$ cat src/design/fsa_pkg.sv
`default_nettype none
package fsa_pkg;

    localparam int FREE_ENTRIES_DEF = 64;
    localparam int ADDR_BITS_DEF    = 32;

    typedef enum logic [1:0] {
        OP_FIRST = 2'd0,
        OP_BEST  = 2'd1,
        OP_NEXT  = 2'd2,
        OP_FREE  = 2'd3
    } t_opcode;

    typedef enum logic [1:0] {
        ST_DONE  = 2'd0,
        ST_NOFIT = 2'd1,
        ST_FULL  = 2'd2
    } t_status;

endpackage
`default_nettype wire

$ cat src/design/fsa_seg_ram.sv
`default_nettype none
module fsa_seg_ram import fsa_pkg::*; #(
    parameter int DEPTH = FREE_ENTRIES_DEF,
    parameter int DW    = 2 * ADDR_BITS_DEF,
    localparam int IW   = $clog2(DEPTH)
) (
    input  wire logic          i_clk,
    input  wire logic          i_we,
    input  wire logic [IW-1:0] i_waddr,
    input  wire logic [DW-1:0] i_wdata,
    input  wire logic [IW-1:0] i_raddr,
    output logic      [DW-1:0] o_rdata
);
    logic [DW-1:0] r_mem [DEPTH];

    always_ff @(posedge i_clk) begin
        if (i_we) begin
            r_mem[i_waddr] <= i_wdata;
        end
        o_rdata <= r_mem[i_raddr];
    end
endmodule
`default_nettype wire

$ cat config.mk
export PLATFORM = sky130hd
export DESIGN_NAME = fsa_seg_ram
export DESIGN_NICKNAME = d
export VERILOG_FILES = /design/src/design/fsa_pkg.sv /design/src/design/fsa_seg_ram.sv
export SDC_FILE = /design/constraint.sdc
export NUM_CORES = 2
export LEC_CHECK = 0
export BUFFER_PORTS_ARGS = -buffer_cell sky130_fd_sc_hd__buf_2
export CORE_MARGIN = 4
export CORE_UTILIZATION = 50
export CTS_CLUSTER_SIZE = 16
export DETAILED_ROUTE_END_ITERATION = 10
export GPL_ROUTABILITY_DRIVEN = 0
export GPL_TIMING_DRIVEN = 0
export PLACE_DENSITY = 0.75
export SYNTH_ARGS = -nofsm -noshare
export SYNTH_HDL_FRONTEND = slang
export SYNTH_SLANG_ARGS = --single-unit
$ cat constraint.sdc
create_clock -name i_clk -period 8.8 [get_ports i_clk]
set_input_delay 1.32 -clock i_clk [delete_from_list [all_inputs] [get_ports i_clk]]
set_output_delay 1.32 -clock i_clk [all_outputs]
set_load 0.02 [all_outputs]
=== Word level (Yosys, flattened, before mapping) ===
Memories as Yosys holds them, arrays and structs flattened. A register that Yosys moved wholly into a read port is not among the register bits.
Cells that the tools add are included.

* Memories kept: 1
* Bits in writable memories: 4096
* Output and inout port bits: 64
* Bits in registers: 0
* Bits of input ports: 78
* Logic and storage cells: 3

* Muxes and demuxes: 2

{| class="wikitable"
|+ Memories
! name !! depth !! width !! rd ports !! clocked after Yosys merged registers in !! wr ports !! RTL line !! RTL
|-
| r_mem || 64 || 64 || 1 || 1 || 1 || fsa_seg_ram.sv:14 || <nowiki>logic [DW-1:0] r_mem [DEPTH];</nowiki>
|}

{| class="wikitable"
|+ Operators by type and width
! cell !! count
|-
| $mux W1 || 2
|}

=== Logic depth before layout (Yosys ltp) ===
* Depth after elaboration: 2
* Gate-level depth with buffers: 9
* Depth with buffers taken out: 5

=== Worst setup path after synthesis ===
No wires, ideal clock.

* Path kind: input to register
* Start point: input port i_waddr[3]
* End point: memory r_mem[48][0] in the netlist's numbering, enable pin
* Data arrival time: 6192 ps
* Stages on the path: 4
* Buffers on the path: 1
* Setup time: 564 ps
* Required time: 8236 ps
* Setup slack: 2044 ps
* Cell sequence: clkbuf_1 nor2b_1 nand4b_1 nor3_1

{| class="wikitable"
|+ RTL lines
! element !! RTL line !! RTL
|-
| from (decl) || fsa_seg_ram.sv:9 || <nowiki>input wire logic [IW-1:0] i_waddr,</nowiki>
|-
| to (decl) || fsa_seg_ram.sv:14 ||
|}

No word-level cell before the write port.

==> impl_metrics.env <==
export IMPL_grt_overflow=0
export IMPL_synth_common_cells="edfxtp_1, mux4_2, buf_2"
export IMPL_synth_distinct_cells=33
export IMPL_path_buf_inv=5
export IMPL_cts_buffers=391
export IMPL_finalNetCount=7390
export IMPL_async_reset_ff_share_pct=0
export IMPL_fp_dieArea_mm2=0.322
export IMPL_r2r_end="o_rdata[58]$_DFF_P_"
export IMPL_ys_top_cells_by_area="edfxtp_1, mux4_2, mux2i_1, dfxtp_1, a22oi_1"
export IMPL_syn_nets=6676
export IMPL_antenna_found_initial=43
export IMPL_hold_ws_ps=860
export IMPL_port_buffers=133
export IMPL_synth_seq_cells=4160
export IMPL_synthCells=6598
export IMPL_critPathMaxFanout=13
export IMPL_arrival_ps=5510
export IMPL_crit_path_start_kind="primary input"
export IMPL_min_to="r_mem[13][17]$_DFFE_PP_"
export IMPL_setup_viol=0
export IMPL_criticalPathCategory="in -> reg"
export IMPL_final_max_slew_violation_count=0
export IMPL_num_rows=205
export IMPL_max_freq_ghz=0.207
export IMPL_syn_area_per_cell_um2=23.7
export IMPL_ant_nets=0
export IMPL_dieHeight_um=567
export IMPL_fin_area_mm2=0.179
export IMPL_drt_wl_total_um=436000
export IMPL_max_slew_margin_pct=2.15
export IMPL_clk_pin_slew_worst_paths_ps=60
export IMPL_insertion_delay_ps=940
export IMPL_cts_sinks=4160
export IMPL_ff2ff_path_depth=5
export IMPL_timing_final_ws_setup_ps=3970
export IMPL_hold_viol_final=0
export IMPL_leakage_nw=56.1
export IMPL_cts_setup_buffers=0
export IMPL_pin_count=142
export IMPL_cp_top_family="buffers and inverters"
export IMPL_yosysTopAreaCell="edfxtp_1"
export IMPL_ys_flop_type="edfxtp_1"
export IMPL_cts_root_buffer="clkbuf_16"
export IMPL_period_needed_ps=4830
export IMPL_grt_pass1_vias=79300
export IMPL_place_area_mm2=0.166
export IMPL_drive_above_1_share_pct=29.3
export IMPL_period_share_pct=54.9
export IMPL_holdBufCountCts=0
export IMPL_ctsResizeCount=0
export IMPL_cts_buffer_depth=4
export IMPL_grt_max_degree=65
export IMPL_vdd_ir_drop_worst_mv=0.154
export IMPL_cpMostUsedCell="buf_2"
export IMPL_area_delta_synth_final_pct=14.8
export IMPL_yosys_warnings=0
export IMPL_crit_required_ps=9480
export IMPL_drv_cap=0
export IMPL_crit_chain="buf_2 > buf_4 > buf_2 > buf_2 > buf_4 > mux2i_1 > o22ai_1 > a31oi_1 > a211oi_1"
export IMPL_die_w_um=567
export IMPL_reg2reg_setup_slack_ps=5820
export IMPL_skew_ps=59.5
export IMPL_grt_first_pass_wirelength_um=610000
export IMPL_firstDrtPassIters=6
export IMPL_outcome="finished, final reports clean"
export IMPL_vias=79400
export IMPL_r2r_start="r_mem[44][58]$_DFFE_PP_"
export IMPL_initial_core_util_pct=50.2
export IMPL_synth_most_common_cell="edfxtp_1"
export IMPL_synth_top_cell_area_share_pct=78.7
export IMPL_syn_area_mm2=0.156
export IMPL_max_slew_worst_pin_slew_ps=1450
export IMPL_cp_slowest_cell="a211oi_1"
export IMPL_post_place_ws_ps=3330
export IMPL_drc_errors=0
export IMPL_whs_path_depth=1
export IMPL_crit_path_end_kind="flip-flop"
export IMPL_cts_tree="yes"
export IMPL_dp_hpwl_um=271000
export IMPL_yosysSeqAreaShare_pct=79.5
export IMPL_hold_path_class="in -> reg"
export IMPL_core_area_mm2=0.312
export IMPL_cts_htree_levels=5
export IMPL_critical_path_max_stage_delay_ps=1070
export IMPL_power_total_mw=41.4
export IMPL_cellPowerDensity_mw_per_mm2=231
export IMPL_rsz0062_at_grt="false"
export IMPL_avgRoutedWirePerCell_um=36.9
export IMPL_synth_edf_count=4096
export IMPL_drt_initial_drc_count=14300
export IMPL_hp_start="i_wdata[17]"
export IMPL_avgViaCountPerCell=6.73
export IMPL_grt_use_total_pct=26.7
[per-layer routing]
layer / global-route usage (%) / routed length, um / vias up
met1: 35.0 / 145000 / 41400
met5: 0 / 81 / -
li1: - / - / 29900
met3: 7.43 / 57300 / 1218
met2: 41.7 / 208000 / 6864
met4: 13.2 / 25400 / 12
[worst register-to-register path, delay by kind of cell (launching register included)]
family | cells | cell delay, ps
flops | 1 | 390
compound gates | 2 | 1480
simple gates | 1 | 100
mux | 2 | 800
[cells by family after synthesis]
kind of cell | synth area share, %
buffers and inverters | 1.18
AOI/OAI and AO/OA | 2.48
and+or+nand+nor | 1.24
muxes | 15.6
DFF | 79.5
[how the worst max path moves through the flow]
| stage | from | end | slack, ps | cells past startpoint |
|---|---|---|---|---|
| 2_1_floorplan | i_waddr[3] | r_mem[48][0]$_DFFE_PP_ | 2040 | 4 |
| 3_3_place_gp | i_waddr[3] | r_mem[48][36]$_DFFE_PP_ | -3780 | 4 |
| 3_5_place_dp | i_raddr[2] | o_rdata[1]$_DFF_P_ | 3330 | 9 |
| 4_1_cts | i_raddr[2] | o_rdata[1]$_DFF_P_ | 4270 | 9 |
| 5_1_grt | i_raddr[0] | o_rdata[37]$_DFF_P_ | 4140 | 8 |
| 6_report | i_raddr[2] | o_rdata[1]$_DFF_P_ | 3970 | 9 |
[cell type report]
cell class	count	area (um^2)
fill	20900	132000
sequential	4160	124000
multi-input combinational	2049	30700
clock buffer	480	10400
tap	4140	5180
timing repair buffer	321	4430
clock inverter	232	2560
buffer	370	1780
inverter	19	71.3
antenna	23	57.6
[cell usage in the layout (no fill, tap or decap), types with 29 or more instances in the layout]
master / n
o221ai_1: 38
a22oi_1: 168
clkinv_2: 77
nor2_1: 49
mux2i_1: 135
dfxtp_1: 64
buf_2: 300
nor2_4: 62
bufinv_16: 46
clkbuf_16: 395
or3_1: 29
o22ai_1: 83
buf_12: 155
a211oi_1: 63
nand3_1: 45
a22o_1: 88
and3_1: 64
clkbuf_1: 199
buf_4: 39
clkinv_1: 70
nand2_1: 58
edfxtp_1: 4096
mux4_2: 1024
[registers in the layout (all words and copies together), names as in the netlist]
name     cells
o_rdata     64
r_mem     4096
[power breakdown]
part / internal (mW) / switching [mW]
logic: 0.707 / 1.49
registers: 21.9 / 0.0500
clock network: 9.80 / 7.40
[stage by stage]
| stage | setup TNS, ps | std cells | utilization (%) |
|---|---|---|---|
| floorplan | 0 | 6598 | - |
| global placement | -583160 | 10900 | 52.0 |
| detailed placement | 0 | 11100 | 53.4 |
| CTS | 0 | 11800 | 57.6 |
| global route | 0 | 11800 | 57.6 |
| finish | 0 | 11800 | 57.6 |
Note: power is estimated with default switching activity, not from simulation.
